File: config.mk
export PLATFORM = sky130hd
export DESIGN_NAME = btc_queue
export DESIGN_NICKNAME = d
export VERILOG_FILES = /design/src/sv/btc_queue.sv
export SDC_FILE = /design/constraint.sdc
export NUM_CORES = 1
export LEC_CHECK = 0
export BUFFER_PORTS_ARGS = -buffer_cell sky130_fd_sc_hd__buf_4
export CORE_MARGIN = 2
export CORE_UTILIZATION = 35
export CTS_CLUSTER_SIZE = 20
export DETAILED_ROUTE_END_ITERATION = 7
export SYNTH_ARGS = -nofsm -noshare
export SYNTH_HDL_FRONTEND = slang
export SYNTH_SLANG_ARGS = --single-unit
File: constraint.sdc
create_clock -name clk_i -period 1.4 [get_ports clk_i]
set_input_delay 0.28 -clock clk_i [delete_from_list [all_inputs] [get_ports clk_i]]
set_output_delay 0.28 -clock clk_i [all_outputs]
set_load 0.02 [all_outputs]
File: src/sv/btc_queue.sv
// Short register queue between front and back end.
// Depends on nothing but its parameters.
`default_nettype none

module btc_queue #(
  parameter int W     = 8,
  parameter int DEPTH = 4
) (
  input  wire logic         clk_i,
  input  wire logic         rst_ni,
  input  wire logic         push_i,
  input  wire logic [W-1:0] data_i,
  input  wire logic         pop_i,
  output logic [W-1:0]      data_o,
  output logic              full_o,
  output logic              empty_o
);

  localparam int AW = (DEPTH > 1) ? $clog2(DEPTH) : 1;
  localparam int CW = $clog2(DEPTH + 1);

  logic [W-1:0]  mem_q [DEPTH];
  logic [AW-1:0] wr_ptr_q, rd_ptr_q;
  logic [CW-1:0] count_q;

  assign full_o  = (count_q == CW'(DEPTH));
  assign empty_o = (count_q == '0);
  assign data_o  = mem_q[rd_ptr_q];

  // Storage
  always_ff @(posedge clk_i) begin
    if (push_i) begin
      mem_q[wr_ptr_q] <= data_i;
    end
  end

  // Pointers and fill level
  always_ff @(posedge clk_i or negedge rst_ni) begin
    if (!rst_ni) begin
      wr_ptr_q <= '0;
      rd_ptr_q <= '0;
      count_q  <= '0;
    end else begin
      if (push_i) begin
        wr_ptr_q <= (wr_ptr_q == AW'(DEPTH - 1)) ? '0 : wr_ptr_q + 1'b1;
      end
      if (pop_i) begin
        rd_ptr_q <= (rd_ptr_q == AW'(DEPTH - 1)) ? '0 : rd_ptr_q + 1'b1;
      end
      if (push_i && !pop_i) begin
        count_q <= count_q + 1'b1;
      end else if (pop_i && !push_i) begin
        count_q <= count_q - 1'b1;
      end
    end
  end

  a_count_bound: assert property (@(posedge clk_i) disable iff (!rst_ni)
    count_q <= CW'(DEPTH)) else $error("queue fill level beyond depth");

  a_no_overflow: assert property (@(posedge clk_i) disable iff (!rst_ni)
    full_o |-> (!push_i || pop_i)) else $error("push into full queue");

  a_no_underflow: assert property (@(posedge clk_i) disable iff (!rst_ni)
    empty_o |-> !pop_i) else $error("pop from empty queue");

  a_fill_step: assert property (@(posedge clk_i) disable iff (!rst_ni)
    (push_i && !pop_i) |=> count_q == $past(count_q) + 1'b1)
    else $error("fill level did not follow a lone push");

endmodule

`default_nettype wire

=== After elaboration in Yosys (flattened, before gate mapping) ===
Memory sizes are Yosys's and may differ from the RTL's.
Index checks and enable logic that the tools add are counted.

* Output and inout bits: 10
* Memories: 1
* Logic and storage cells: 23
* Bits in latches: 0
* Bits in read-only memories: 0
* RAM bits: 32
* Flip-flop bits (word level): 7

{| class="wikitable"
|+ Memories
! memory !! words !! width !! rd ports !! clocked after memory_dff !! wr ports !! RTL line !! RTL
|-
| mem_q || 4 || 8 || 1 || 0 || 1 || 22 || <nowiki>logic [W-1:0] mem_q [DEPTH];</nowiki>
|}

* Shift operators: 0
* Bitwise gates (word level): 0
* Divide/modulo/power cells: 0
* Mux-type cells: 6
* Add/subtract/negate cells: 4
* Multipliers: 0
* Equal/unequal tests: 3
* Reductions and logical operators: 6
* Magnitude comparators: 0

{| class="wikitable"
|+ Operators by type and width
! cell !! number
|-
| 3-bit 2-to-1 mux || 2
|-
| 2-bit by 1-bit adder with 2-bit output, second input constant || 2
|-
| 2-bit equality test, second input constant || 2
|-
| 2-bit 2-to-1 mux || 2
|-
| 3-bit by 1-bit adder with 3-bit output, second input constant || 1
|-
| 3-bit equality test, second input constant || 1
|-
| 3-bit zero test || 1
|-
| 3-bit by 1-bit subtractor with 3-bit output, second input constant || 1
|-
| 1-bit logical AND || 2
|-
| 1-bit zero test || 2
|-
| 1-bit 2-to-1 mux || 2
|-
| 2-bit nonzero test || 1
|}

=== Depth between registers and ports, before layout ===
* Word-level depth: 4
* Mapped depth: 7
* Depth with buffers taken out: 7

=== Least setup slack after synthesis ===
OpenSTA, ideal clock, no wires.

* Path kind: register -> output
* From: register rd_ptr_q[0]
* To: output data_o[0]
* Buffers on the path: 1
* Arrival time: 1078 ps
* Stages on the path, launching flop included: 3
* Data required time: 1120 ps
* Path slack: 42 ps
* Cells stage by stage: dfrtp_1 > buf_6 > mux4_2

* Cells in the longest elaborated chain, start to end: 1

{| class="wikitable"
|+ RTL lines
! item !! RTL line !! RTL
|-
| from (decl) || 23 || <nowiki>logic [AW-1:0] wr_ptr_q, rd_ptr_q;</nowiki>
|-
| from (signal assigned) || 48 || <nowiki>rd_ptr_q <= (rd_ptr_q == AW'(DEPTH - 1)) ? '0 : rd_ptr_q + 1'b1;</nowiki>
|-
| memory 4 x 8 bit || - ||
|-
| to (decl) || 14 || <nowiki>output logic [W-1:0] data_o,</nowiki>
|}

Every way passes these cells.

=== Worst setup path in the final report ===
* From: register rd_ptr_q[0]
* To: output data_o[5]

Same word-level chain as after synthesis.

==> metrics.md <==
| Metric | Value |
|---|---|
| Run status | finished with violations |
| Failing checks | negative setup slack |
| Int Pwr | 0.00281 W |
| Slew headroom | a little over two thirds |
| Critical-path cell list | buf_12, mux4_2, buf_6 |
| Clk sink count | 39 |
| Clock slew at reported path FFs | ~0.070 ns |
| Top delay family on crit path | multiplexers |
| # placed instances | around 160 |
| TritonRoute pass-1 iters | 4 |
| Antenna Nets Post-Route | 0 |
| LEAKAGE | around 0.8 nW |
| Vias/cell | approximately 4.8 |
| Critical-path maximum fanout | 8 |
| Main combinational cell family by area after synthesis | multiplexers |
| Clock Path Buffers | 2 |
| Starting DRT DRC Count | 79 |
| Worst Tran Pin Value | 0.443 ns |
| Min-delay worst type | in -> reg |
| Most frequent cells in the layout | edfxtp_1, buf_4, buf_6 |
| Final Cycle Share | 128% |
| Setup WS post-layout | -0.389 ns |
| Share of cells above drive strength 1 | 47.1% |
| Proportion of synthesized area in mux cells | 13.6% |
| Post-Synth XOR/XNOR Area | under 10% |
| Synth Area in Simple Gates | between 3 and 4% |
| Comb pwr share | 41.3% |
| Core area | between 4000 and 5000 um2 |
| Die X | 71.0 um |
| Initial antenna violation count | 0 |
| RSZ-0062 raised after global routing | yes |
| Max IR drop VDD | 0.786 mV |
| Detailed Route WL | between 2000 and 2500 um |
| Vias post-DR | just over 800 |
| Psw | 0.00125 W |
| Syn nets | 98 |
| CP required | between 1 and 1.5 ns |
| Routability congestion estimate from global placement | a little over 0.7 |
| Sequential share of the synthesized area | 72.4% |
| Max Cap Violations | 0 |
| Clk_skew | between 0.006 and 0.007 ns |
| Inserted Clock Buffers | 5 |
| WHS | between 0.15 and 0.2 ns |
| Share of total power in the clock network | 16.5% |
| Adder-cell area share of the yosys netlist | under 10% |
| Tot GR Track Use | 11.5% |
| Highest Clock Rate | 559 MHz |
| WP buf/inv | 2 |
| Count of cell types in the netlist | 18 |
| Die Area | slightly above 5000 um2 |
| Commonest non-fill, non-tap cell in the layout | edfxtp_1 |
| Grt total ovfl | 0 |
| Slowest CP cell | mux4_2 |
| Sw Ratio | between 30 and 40% |
| Seq cells post-synth | 39 |
| Post-synthesis cell count | 79 |
| Initial core utilization | between 30% and 40% |
| Clk Latency, worst-skew pair | roughly 0.28 ns |
| Crit-path max cell delay | between 0.5 and 0.6 ns |
| Synthesized area per cell | 19.9 um2 |
| Setup tns final | -2.93 ns |
| Share of power burned in registers | a little over two fifths |
| Root buffer cell | clkbuf_8 |
| Vias in the first global route | 848 |
| Final hold vios | 0 |
| Global-route wire length before repair | 4150 um |
| DP HPWL | roughly 1900 um |
| H-tree levels | 2 |
| Synthesis-to-layout area growth | 31.2% |
| Number of port buffers | 21 |
| Diode count | 0 |
| CTS tree | done |
| # setup viols final | 8 |
| Ys Warns | 0 |
| Largest net degree at the start of global routing | 12 |
| Nets | 140 |
| Power density cells | just under 2000 nW/um2 |
| Fin. max-slew vios | 0 |
| Post-route minimum period | around 1.8 ns |
| Post-route DRC | 0 |
| Final core utilization | 47.6% |
| WL/cell | approximately 14 um |
| Worst Path Arrival | about 1.5 ns |
| Mapped cell area | 1570 um2 |
| Compound-Gate Fraction of Synth Area | 0.637% |
| CP Capture Type | output port |
| Die Y | 71.0 um |
| Final std cells w/o fill | roughly 170 |
| Kind of critical path | reg -> out |
| Row cnt | 24 |
| Dpl ws | -0.144 ns |
| Ports | 22 |
| Setup crit start kind | register |
[cell usage after synthesis (all sizes together)]
cell	instances	area [um2]
o21ai	2	10.0
buf	2	16.3
nor2	2	7.51
mux4	8	180
ha	6	75.1
nand3	1	5.00
nor3	1	5.00
mux2	3	33.8
and2	4	25.0
xor2	2	17.5
edfxtp	32	961
inv	5	18.8
fa	1	20.0
nand2	1	3.75
xnor2	1	8.76
nor3b	1	7.51
dfrtp	7	175
[routing by layer]
layer / GRT usage (%) / part of all wire [%]
met2: 18.0 / 51
met1: 13.4 / 41
met4: 5.03 / 2.1
met3: 5.56 / 6.4
met5: 0 / 0
[registers in the layout, indices dropped and copies added, names as in the netlist]
signal	count
wr_ptr_q	2
count_q	3
rd_ptr_q	2
mem_q	32
[stage by stage]
stage / power, W / cell area, um2
2_1_floorplan: 0.00257 / 1570
3_3_place_gp: 0.00316 / 1900
3_5_place_dp: 0.00323 / 1900
4_1_cts: 0.00407 / 2040
5_1_grt: 0.00433 / 2060
6_report: 0.00406 / 2060
[what timing repair did]
| action | in CTS | in global routing |
|---|---|---|
| pin swaps | 0 | 3 |
| setup endpoints to repair | 10 | 12 |
| gates resized for setup | 11 | 4 |
| hold buffers | 1 | 0 |
| cloned | 0 | 0 |
| hold endpoints to repair | 7 | 0 |
| buffers inserted | 1 | 1 |
[power groups by stage]
| stage | Clock, W | Combinational (W) | Sequential [W] |
|---|---|---|---|
| 2_1_floorplan | 0 | 0.000930 | 0.00164 |
| 3_3_place_gp | 0 | 0.00146 | 0.00171 |
| 3_5_place_dp | 0 | 0.00150 | 0.00173 |
| 4_1_cts | 0.000695 | 0.00167 | 0.00171 |
| 5_1_grt | 0.000751 | 0.00182 | 0.00175 |
| 6_report | 0.000669 | 0.00168 | 0.00171 |
[cells by family (layout without fill, tap and decap cells)]
family                   count (synthesis)  count (layout)
XOR/XNOR                                 3               3
adder cells (fa/ha/maj)                  7               7
AND/OR/NAND/NOR                         10              10
buffers and inverters                    7              49
multiplexers                            11              11
AO/OA/AOI/OAI                            2               2
flip-flops                              39              39
[worst paths after layout]
path	from	end	slack, ns	cells past startpoint
worst min-delay path	data_i[3]	mem_q[3][3]$_DFFE_PP_	0.19	1
min in group asynchronous	rst_ni	wr_ptr_q[0]$_DFFE_PN0P_	0.34	2
worst max-delay path	rd_ptr_q[0]$_DFFE_PN0P_	data_o[5]	-0.39	3
worst max register to register	count_q[0]$_DFFE_PN0P_	count_q[2]$_DFFE_PN0P_	0.05	5
worst min register to register	count_q[2]$_DFFE_PN0P_	count_q[2]$_DFFE_PN0P_	0.56	1
max in group asynchronous	rst_ni	count_q[1]$_DFFE_PN0P_	0.93	2
[area by class of cell]
class	count	area, um2
multi-input combinational	33	418
sequential	39	1140
clock buffer	5	68.8
timing repair buffer	37	343
fill	383	2260
tap	52	65.1
inverter	5	18.8
clock inverter	2	8.76
Power figures use the tool's default switching activity.
