==> config.mk <==
export PLATFORM = sky130hd
export DESIGN_NAME = btc_front
export DESIGN_NICKNAME = d
export VERILOG_FILES = /design/src/sv/btc_pkg.sv /design/src/sv/btc_front.sv
export SDC_FILE = /design/constraint.sdc
export NUM_CORES = 2
export LEC_CHECK = 0
export BUFFER_PORTS_ARGS = -buffer_cell sky130_fd_sc_hd__buf_2
export CORE_MARGIN = 4
export CORE_UTILIZATION = 50
export DETAILED_ROUTE_END_ITERATION = 10
export PLACE_DENSITY = 0.66
export SETUP_SLACK_MARGIN = 0.2
export SYNTH_ARGS = -nofsm -noshare
export SYNTH_HDL_FRONTEND = slang
export SYNTH_SLANG_ARGS = --single-unit
==> constraint.sdc <==
create_clock -name clk_i -period 44.9 [get_ports clk_i]
set_clock_uncertainty 0.15 [all_clocks]
set_input_delay 4.49 -clock clk_i [delete_from_list [all_inputs] [get_ports clk_i]]
set_output_delay 4.49 -clock clk_i [all_outputs]
set_load 0.01 [all_outputs]
==> src/sv/btc_pkg.sv <==
// Bearing tracking controller: shared types, fixed-point constants and the
// arctangent table. No dependencies.
`default_nettype none

package btc_pkg;

  // Vector values carry 30 fraction bits
  localparam int VEC_ONE_BITS = 30;

  localparam logic signed [31:0] INV_GAIN    = 32'sd652032875;
  localparam logic [63:0]        PI_Q30      = 64'd3373259426;
  localparam logic [63:0]        DEG2RAD_Q62 = 64'd8048910509;
  localparam logic [21:0]        RAD2DEG_Q16 = 22'd3754936;

  // Turn constants in 1e-7 degree
  localparam logic signed [33:0] TURN_FULL    = 34'sd3600000000;
  localparam logic signed [33:0] TURN_HALF    = 34'sd1800000000;
  localparam logic signed [33:0] TURN_QUARTER = 34'sd900000000;
  localparam logic signed [33:0] TURN_1H5     = 34'sd5400000000;
  localparam logic signed [33:0] TURN_TWO     = 34'sd7200000000;

  // Degree constants
  localparam logic [8:0]         DEG_FULL_U = 9'd360;
  localparam logic [8:0]         DEG_HALF_U = 9'd180;
  localparam logic signed [10:0] DEG_FULL_S = 11'sd360;
  localparam logic signed [10:0] DEG_HALF_S = 11'sd180;

  // Register map
  localparam int CFG_IDX_W = 3;
  localparam logic [CFG_IDX_W-1:0] REG_MOVE_MODE      = 3'd0;
  localparam logic [CFG_IDX_W-1:0] REG_TOLERANCE_DEG  = 3'd1;
  localparam logic [CFG_IDX_W-1:0] REG_DRIVE_SPEED    = 3'd2;
  localparam logic [CFG_IDX_W-1:0] REG_HEADING_LIMIT  = 3'd3;
  localparam logic [CFG_IDX_W-1:0] REG_MIN_SATELLITES = 3'd4;

  // Move modes (code 3 behaves as hold)
  localparam logic [1:0] MODE_LIMP  = 2'd0;
  localparam logic [1:0] MODE_TRACK = 2'd2;

  typedef enum logic [2:0] {
    CMD_STOP = 3'd0,
    CMD_FWD  = 3'd1,
    CMD_REV  = 3'd2,
    CMD_HOLD = 3'd3,
    CMD_LIMP = 3'd4
  } drive_cmd_e;

  // Per-item control carried alongside the angles
  typedef struct packed {
    logic [2:0]        neg;      // fold flag per lane: own lat, target lat, delta lon
    logic signed [8:0] cur;      // wrapped compass heading
    logic              fresh;
    logic              sens_ok;  // calibrated and enough satellites
  } item_ctl_t;

  // atan(2^-i) at 30 fraction bits
  function automatic logic [63:0] atan_q30(input int unsigned i);
    logic [63:0] v;
    case (i)
      0:  v = 64'd843314856;
      1:  v = 64'd497837829;
      2:  v = 64'd263043836;
      3:  v = 64'd133525159;
      4:  v = 64'd67021687;
      5:  v = 64'd33543516;
      6:  v = 64'd16775851;
      7:  v = 64'd8388437;
      8:  v = 64'd4194283;
      9:  v = 64'd2097149;
      10: v = 64'd1048576;
      11: v = 64'd524288;
      12: v = 64'd262144;
      13: v = 64'd131072;
      14: v = 64'd65536;
      15: v = 64'd32768;
      16: v = 64'd16384;
      17: v = 64'd8192;
      18: v = 64'd4096;
      19: v = 64'd2048;
      20: v = 64'd1024;
      21: v = 64'd512;
      22: v = 64'd256;
      23: v = 64'd128;
      24: v = 64'd64;
      25: v = 64'd32;
      26: v = 64'd16;
      27: v = 64'd8;
      28: v = 64'd4;
      29: v = 64'd2;
      30: v = 64'd1;
      default: v = 64'd0;
    endcase
    return v;
  endfunction

endpackage

`default_nettype wire

==> src/sv/btc_front.sv <==
// Front end: takes input transactions, reduces the three angles, converts them
// to radians and classifies sensor status. Depends on btc_pkg.
`default_nettype none

module btc_front import btc_pkg::*; #(
  parameter  int ANGLE_FRAC_BITS = 24,
  localparam int ZW = ANGLE_FRAC_BITS + 4
) (
  input  wire logic                 clk_i,
  input  wire logic                 rst_ni,
  input  wire logic                 in_valid_i,
  output logic                      in_ready_o,
  input  wire logic signed [30:0]   own_lat_i,
  input  wire logic signed [31:0]   own_lon_i,
  input  wire logic signed [30:0]   target_lat_i,
  input  wire logic signed [31:0]   target_lon_i,
  input  wire logic [8:0]           current_heading_i,
  input  wire logic [1:0]           mag_calibration_i,
  input  wire logic [5:0]           satellite_count_i,
  input  wire logic                 target_fresh_i,
  input  wire logic [5:0]           min_satellites_i,
  input  wire logic                 q_full_i,
  output logic                      push_o,
  output logic signed [ZW-1:0]      z_olat_o,
  output logic signed [ZW-1:0]      z_tlat_o,
  output logic signed [ZW-1:0]      z_dlon_o,
  output item_ctl_t                 ctl_o
);

  localparam int AFB = ANGLE_FRAC_BITS;
  localparam logic [63:0] KH_W = DEG2RAD_Q62 >> 17;
  localparam logic [63:0] KL_W = DEG2RAD_Q62 & 64'h1ffff;
  localparam logic [15:0] KH = KH_W[15:0];
  localparam logic [16:0] KL = KL_W[16:0];

  // Reduce into [-half, half) turn
  function automatic logic signed [33:0] wrap_turn(input logic signed [33:0] a);
    logic signed [33:0] r;
    if (a >= TURN_1H5)                 r = a - TURN_TWO;
    else if (a >= TURN_HALF)           r = a - TURN_FULL;
    else if (a >= -TURN_HALF)          r = a;
    else if (a >= -TURN_1H5)           r = a + TURN_FULL;
    else                               r = a + TURN_TWO;
    return r;
  endfunction

  logic [5:0] vld_q;
  logic       en;

  // Whole front advances unless the last stage is blocked by a full queue
  assign en         = ~(vld_q[5] & q_full_i);
  assign in_ready_o = en;
  assign push_o     = vld_q[5] & ~q_full_i;

  always_ff @(posedge clk_i or negedge rst_ni) begin
    if (!rst_ni) begin
      vld_q <= '0;
    end else if (en) begin
      vld_q <= {vld_q[4:0], in_valid_i};
    end
  end

  // Stage 1: capture
  logic signed [30:0] s1_olat_q, s1_tlat_q;
  logic signed [31:0] s1_olon_q, s1_tlon_q;
  logic [8:0]         s1_head_q;
  logic [1:0]         s1_mag_q;
  logic [5:0]         s1_sats_q;
  logic               s1_fresh_q;

  always_ff @(posedge clk_i) begin
    if (en) begin
      s1_olat_q  <= own_lat_i;
      s1_olon_q  <= own_lon_i;
      s1_tlat_q  <= target_lat_i;
      s1_tlon_q  <= target_lon_i;
      s1_head_q  <= current_heading_i;
      s1_mag_q   <= mag_calibration_i;
      s1_sats_q  <= satellite_count_i;
      s1_fresh_q <= target_fresh_i;
    end
  end

  // Stage 2: longitude difference, heading wrap, sensor check
  logic signed [33:0] s2_a_q [3];
  item_ctl_t          s2_ctl_q;
  logic [8:0]         head_m;
  logic signed [9:0]  cur_w;
  item_ctl_t          s2_ctl_d;

  always_comb begin
    head_m = (s1_head_q >= DEG_FULL_U) ? s1_head_q - DEG_FULL_U : s1_head_q;
    cur_w  = (head_m > DEG_HALF_U) ? $signed({1'b0, head_m}) - 10'sd360
                                   : $signed({1'b0, head_m});
    s2_ctl_d.neg     = '0;
    s2_ctl_d.cur     = cur_w[8:0];
    s2_ctl_d.fresh   = s1_fresh_q;
    s2_ctl_d.sens_ok = (s1_mag_q != 2'd0) && (s1_sats_q >= min_satellites_i);
  end

  always_ff @(posedge clk_i) begin
    if (en) begin
      s2_a_q[0] <= {{3{s1_olat_q[30]}}, s1_olat_q};
      s2_a_q[1] <= {{3{s1_tlat_q[30]}}, s1_tlat_q};
      s2_a_q[2] <= {{2{s1_tlon_q[31]}}, s1_tlon_q} - {{2{s1_olon_q[31]}}, s1_olon_q};
      s2_ctl_q  <= s2_ctl_d;
    end
  end

  // Stage 3: modulo one turn
  logic signed [33:0] s3_r_q [3];
  item_ctl_t          s3_ctl_q;

  always_ff @(posedge clk_i) begin
    if (en) begin
      for (int l = 0; l < 3; l++) begin
        s3_r_q[l] <= wrap_turn(s2_a_q[l]);
      end
      s3_ctl_q <= s2_ctl_q;
    end
  end

  // Stage 4: fold into [-90, 90] and split magnitude from sign
  logic [29:0]        s4_m_q [3];
  logic [2:0]         s4_sgn_q;
  item_ctl_t          s4_ctl_q;
  logic [29:0]        m_d [3];
  logic [2:0]         sgn_d, neg_d;
  logic signed [33:0] t_d [3];
  item_ctl_t          ctl4_d;

  always_comb begin
    for (int l = 0; l < 3; l++) begin
      if (s3_r_q[l] > TURN_QUARTER) begin
        t_d[l] = TURN_HALF - s3_r_q[l];  neg_d[l] = 1'b1; sgn_d[l] = 1'b1;
      end else if (s3_r_q[l] < -TURN_QUARTER) begin
        t_d[l] = s3_r_q[l] + TURN_HALF;  neg_d[l] = 1'b1; sgn_d[l] = 1'b0;
      end else if (s3_r_q[l] < 0) begin
        t_d[l] = -s3_r_q[l];             neg_d[l] = 1'b0; sgn_d[l] = 1'b1;
      end else begin
        t_d[l] = s3_r_q[l];              neg_d[l] = 1'b0; sgn_d[l] = 1'b0;
      end
      m_d[l] = t_d[l][29:0];
    end
    ctl4_d     = s3_ctl_q;
    ctl4_d.neg = neg_d;
  end

  always_ff @(posedge clk_i) begin
    if (en) begin
      s4_m_q   <= m_d;
      s4_sgn_q <= sgn_d;
      s4_ctl_q <= ctl4_d;
    end
  end

  // Stage 5: degree-to-radian partial products
  logic [45:0] s5_ph_q [3];
  logic [46:0] s5_pl_q [3];
  logic [2:0]  s5_sgn_q;
  item_ctl_t   s5_ctl_q;

  always_ff @(posedge clk_i) begin
    if (en) begin
      for (int l = 0; l < 3; l++) begin
        s5_ph_q[l] <= 46'(s4_m_q[l]) * 46'(KH);
        s5_pl_q[l] <= 47'(s4_m_q[l]) * 47'(KL);
      end
      s5_sgn_q <= s4_sgn_q;
      s5_ctl_q <= s4_ctl_q;
    end
  end

  // Stage 6: sum, scale and restore sign
  logic signed [ZW-1:0] s6_z_q [3];
  item_ctl_t            s6_ctl_q;
  logic [62:0]          sum_d [3];
  logic signed [ZW-1:0] zu_d [3];

  always_comb begin
    for (int l = 0; l < 3; l++) begin
      sum_d[l] = {s5_ph_q[l], 17'b0} + 63'(s5_pl_q[l]);
      zu_d[l]  = ZW'(sum_d[l][62 -: AFB+1]);
    end
  end

  always_ff @(posedge clk_i) begin
    if (en) begin
      for (int l = 0; l < 3; l++) begin
        s6_z_q[l] <= s5_sgn_q[l] ? -zu_d[l] : zu_d[l];
      end
      s6_ctl_q <= s5_ctl_q;
    end
  end

  assign z_olat_o = s6_z_q[0];
  assign z_tlat_o = s6_z_q[1];
  assign z_dlon_o = s6_z_q[2];
  assign ctl_o    = s6_ctl_q;

endmodule

`default_nettype wire

# After elaboration in Yosys (flattened, before gate mapping)
# Memory sizes are Yosys's and may differ from the RTL's.
# Cells that the tools add are included.
[totals]
register_bits = 310
ramBits = 549
inputBits = 154
output_inout_bits = 100
wordCells = 146
mem_count = 5
[memory_table]
columns = ["memory", "words", "word_bits", "read_ports", "rd_clocked_by_memory_dff", "write_ports", "line", "source"]
rows = [
  ["s5_pl_q", 3, 46, 3, 0, 3, "btc_front.sv:159", "logic [46:0] s5_pl_q [3];"],
  ["s5_ph_q", 3, 41, 3, 0, 3, "btc_front.sv:158", "logic [45:0] s5_ph_q [3];"],
  ["s2_a_q", 3, 34, 3, 0, 3, "btc_front.sv:85", "logic signed [33:0] s2_a_q [3];"],
  ["s3_r_q", 3, 34, 3, 0, 3, "btc_front.sv:111", "logic signed [33:0] s3_r_q [3];"],
  ["s6_z_q", 3, 28, 3, 0, 3, "btc_front.sv:175", "logic signed [ZW-1:0] s6_z_q [3];"],
]
[classes]
n_addsub = 30
n_mul = 6
n_lt_le_gt_ge = 24
mux = 39
n_bitwise = 4
n_reduce_logical = 2
[ops]
columns = ["op", "count"]
rows = [
  ["34-bit two-way mux", 15],
  ["30-bit two-way mux", 9],
  ["34-bit by 32-bit >= comparator with 1-bit output, second input constant", 6],
  ["34-bit >= comparator, second input constant", 6],
  ["63-bit by 47-bit adder with 63-bit output", 3],
  ["30-bit by 16-bit multiplier with 46-bit output, second input constant", 3],
  ["30-bit by 11-bit multiplier with 41-bit output, second input constant", 3],
  ["34-bit by 33-bit adder with 34-bit output, second input constant", 3],
  ["34-bit adder, second input constant", 3],
  ["34-bit by 31-bit greater-than comparator with 1-bit output, second input constant", 3],
  ["34-bit by 1-bit < comparator with 1-bit output, second input constant", 3],
  ["34-bit by 31-bit < comparator with 1-bit output, second input constant", 3],
  ["34-bit by 33-bit subtractor with 34-bit output, second input constant", 3],
  ["34-bit subtractor, second input constant", 3],
  ["30-bit adder, second input constant", 3],
  ["30-bit negation", 3],
  ["30-bit subtractor, first input constant", 3],
  ["28-bit two-way mux", 3],
  ["25-bit negation with 28-bit output", 3],
  ["32-bit by 32-bit subtractor with 33-bit output", 1],
  ["9-bit two-way mux", 2],
  ["9-bit subtractor, second input constant", 2],
  ["1-bit two-way mux", 10],
  ["9-bit >= comparator, second input constant", 1],
  ["other kinds (6)", 8],
]

# Depth between registers and ports, before layout
# An unclocked memory read counts as a cell.
[logic_depth]
depth_word = 7
depth_mapped = 23
mapped_depth_nobuf = 23

# Worst setup path before layout
# No wires, ideal clock.
[synth_timing]
kind = "input to output"
startpoint = "input port q_full_i"
endpoint = "output port in_ready_o"
t_arrival_ns = 21.023
required_ns = 40.260
path_slack_ns = 19.237
stages = 1
path_buffers = 0
path_cell_list = "nand2_1"
[synth_between]
elab_chain_len = 2
[synth_rtl]
columns = ["item", "line", "source"]
rows = [
  ["start, declared", "btc_front.sv:22", "input wire logic q_full_i,"],
  ["1-bit bitwise AND", "btc_front.sv:51", "assign en = ~(vld_q[5] & q_full_i);"],
  ["1-bit inverter", "btc_front.sv:51", ""],
  ["end, declared", "btc_front.sv:12", "output logic in_ready_o,"],
]
# No other way between the ends.

# Worst setup path after layout
# Same ends and word-level chain as after synthesis.

==> metrics.csv <==
stage;metric;value;unit
status;outcome;complete, no violations;
placement;RePlAce Congestion;0.918;
clock_tree;TritonCTS Buffers;91;
grt;antenna violations before repair;5;
setup_path;worst reg2reg path depth;19;
clock_tree;CTS tree;yes;
synthesis;synthesis-stage register bit count;786;
placement;I/O Buffers;253;
setup_path;critical path's most frequent cell;buf_2;
floorplanning;FP Rows;146;
setup_path;CP endpoint kind;output port;
synthesis;cell count after synthesis;7393;
timing;Sum Neg Setup Slack;0;ns
synthesis;Seq/Total Area, Yosys;0.294;
timing;min Tclk post-route;10.08;ns
grt;largest net degree at the start of global routing;148;
min_path;hold path cells;0;
detailed_routing;via count;52635;
finish;share of cells above drive strength 1;0.0634;
clock_tree;clock-pin slew on the worst setup and hold paths;0.06;ns
grt;vias in the first global route;54737;
finish;area of the multi-input gates;50000;sq um
floorplanning;Die Span Y;408;um
placement;placed cells;9567;
clock_tree;Clock Path Buffers;3;
synthesis;Post-synth top flop;edfxtp_1;
setup_path;CP bufs+invs;2;
floorplanning;IO Pins;254;
detailed_routing;DRC;0;
timing;RSZ-0062 raised after global routing;false;
synthesis;fraction of registers with async set/reset;0.00763;
flow_run;Max-Cap Viols;0;
synthesis;area of the mapped netlist;80100;sq um
finish;design area;86500;sq um
grt;Remaining Overflow, GRT;0;
timing;Setup Viol. Count Final;0;
clock_tree;clock sinks;786;
setup_path;Startpoint Class;input pin;
placement;detailed placement HPWL;147;mm
synthesis;Syn Nets;9562;
min_path;HP Class;reg2reg;
clock_tree;H-tree levels;3;
synthesis;number of synthesized flops with an enable pin;780;
detailed_routing;DR iter-0 viols;2964;
floorplanning;Initial Util;0.505;
setup_path;Top delay family on crit path;simple AND/OR/NAND/NOR gates;
clock_tree;Clock Latency Late Sink;0.72;ns
synthesis;syn avg cell area;10.8;sq um
setup_path;Critical Path, Cell by Cell;buf_2 -> nand2_4 -> buf_2;
finish;Layout Nets;9757;
setup_path;CP max stage cell;nand2_4;
detailed_routing;Avg WL per Cell;18.4;um
timing;highest clock rate;0.0992;GHz
min_path;Hold Path End;s3_r_q[0][23];
clock_tree;Root Driver;clkbuf_16;
finish;Area growth syn-to-layout;7.96;%
clock_tree;number of post-CTS setup repair buffers;0;
detailed_routing;Antenna Nets Post-Route;0;
floorplanning;Die Area;167000;sq um
clock_tree;Post-CTS Hold Fix Bufs;0;
synthesis;synth unique cells;99;
setup_path;crit path DAT;5.44;ns
detailed_routing;Routed WL;179;mm
timing;Fin. Hold Viols;0;
setup_path;r2r setup slk;37.44;ns
timing;worst slew pin tran;1.10;ns
min_path;min-delay src;s2_a_q[0][23];
setup_path;Worst R2R End;s5_ph_q[0][39];
grt;GRT Total Usage;0.218;
floorplanning;DIE WIDTH;408;um
synthesis;yosys warns;0;
finish;Seq. cell area;23600;sq um
placement;Area after DPL;83500;sq um
finish;Filler cells;13732;
setup_path;Critical Path RT;40.26;ns
setup_path;crit path kind;in2out;
floorplanning;core box area;159000;sq um
timing;Tcrit/Tclk final;0.224;
detailed_routing;Initial DRT Pass Iterations;6;
grt;first-pass GRT wire length;291;mm
detailed_routing;Via density;5.41;
setup_path;worst flop-to-flop path startpoint;s4_m_q[67];
setup_path;Crit Path Max Fanout;59;
clock_tree;CTS resizes;0;
timing;Pins Over Slew Limit;0;
timing;Rel. slew slack;0.262;
setup_path;max incr delay on CP;0.54;ns
finish;Layout Cells excl Fill;9736;
==> stage by stage <==
step                      utilization  worst slack [ns]  hold WS, ns
after global routing            0.545             34.72        0.263
after detailed placement        0.526             34.78        0.255
after floorplan                     -             19.24        0.250
after CTS                       0.545             34.78        0.258
after global placement          0.526             34.80        0.250
final                           0.545             34.82        0.264
==> state kept, by name (all words and copies together), names as in the netlist, 32 cells and up <==
register,cells
s5_ph_q,123
s3_r_q,102
s2_a_q,95
s4_m_q,90
s6_z_q,84
s5_pl_q,72
s1_olon_q,32
s1_tlon_q,32
==> synthesized netlist by cell type, types with 48 or more instances <==
cell,number,area share
nand4_1,51,0.0040
fa_1,915,0.23
clkbuf_1,167,0.0078
a21o_1,138,0.013
a21oi_1,335,0.021
nor2_1,314,0.015
and3_1,51,0.0040
inv_1,1564,0.073
edfxtp_1,780,0.29
ha_1,1100,0.17
nor3_1,96,0.0060
xnor2_1,279,0.031
xor2_1,149,0.016
nand2_1,246,0.012
o21ai_0,254,0.016
o21a_1,54,0.0051
a211oi_1,48,0.0045
nand3_1,104,0.0065
a31oi_1,57,0.0045
nand2b_1,48,0.0037
==> layout by cell type, fill, tap and decap left out, drive strengths merged, types with 24 or more instances in the layout <==
master	netlist	routed
nor3	99	99
nand2	246	246
clkinv	3	41
o211ai	38	38
nand2b	48	48
buf	6	276
nor4	30	30
a21oi	336	336
o31ai	34	34
edfxtp	780	780
o21a	54	54
fa	915	915
a21o	138	138
xnor2	279	279
a31oi	58	58
and2	32	32
a21boi	28	28
o21ai	270	270
xor2	149	149
inv	1564	1570
nand3	104	104
a211oi	51	51
and3	51	51
mux2i	24	24
nand4	51	51
or3	35	35
clkbuf	168	108
nor2b	45	45
o21bai	31	31
nor2	314	314
ha	1100	1100
==> metal layers <==
| layer | wire length (um) | part of all wire | vias up | global-route usage |
|---|---|---|---|---|
| met5 | 21 | 0.00012 | - | 0 |
| met4 | 4500 | 0.025 | 4 | 0.0584 |
| met3 | 8880 | 0.049 | 255 | 0.0377 |
| met2 | 87200 | 0.49 | 1076 | 0.368 |
| met1 | 78800 | 0.44 | 25949 | 0.291 |
| li1 | - | - | 25351 | - |
==> how the worst max path moves through the flow <==
stage               slack (ns)         end  cells past startpoint      from
floorplan                19.24  in_ready_o                      1  q_full_i
global placement         34.80  in_ready_o                      3  q_full_i
detailed placement       34.78  in_ready_o                      3  q_full_i
CTS                      34.78  in_ready_o                      3  q_full_i
global route             34.72  in_ready_o                      3  q_full_i
finish                   34.82  in_ready_o                      3  q_full_i
==> logic make-up after synthesis <==
group                      after synthesis  synth area share
AOI/OAI and AO/OA                     1243             0.101
adders and majority gates             2016             0.401
muxes                                   31           0.00398
buffers and inverters                 1741            0.0817
and+or+nand+nor                       1148            0.0713
DFF                                    786             0.294
xor gates and xnor gates               428            0.0468
==> area by class of cell <==
| class | count | share of cell area |
|---|---|---|
| antenna | 2 | 0.0000579 |
| clock buffer | 108 | 0.0278 |
| clock inverter | 59 | 0.00640 |
| inverter | 1567 | 0.0680 |
| multi-input combinational | 4866 | 0.578 |
| sequential | 786 | 0.273 |
| tap | 2072 | 0.0300 |
| timing repair buffer | 276 | 0.0168 |
Power is left out: the tool's default activity adds up to more than one toggle a clock period on the data nets, which glitch-free logic cannot reach.
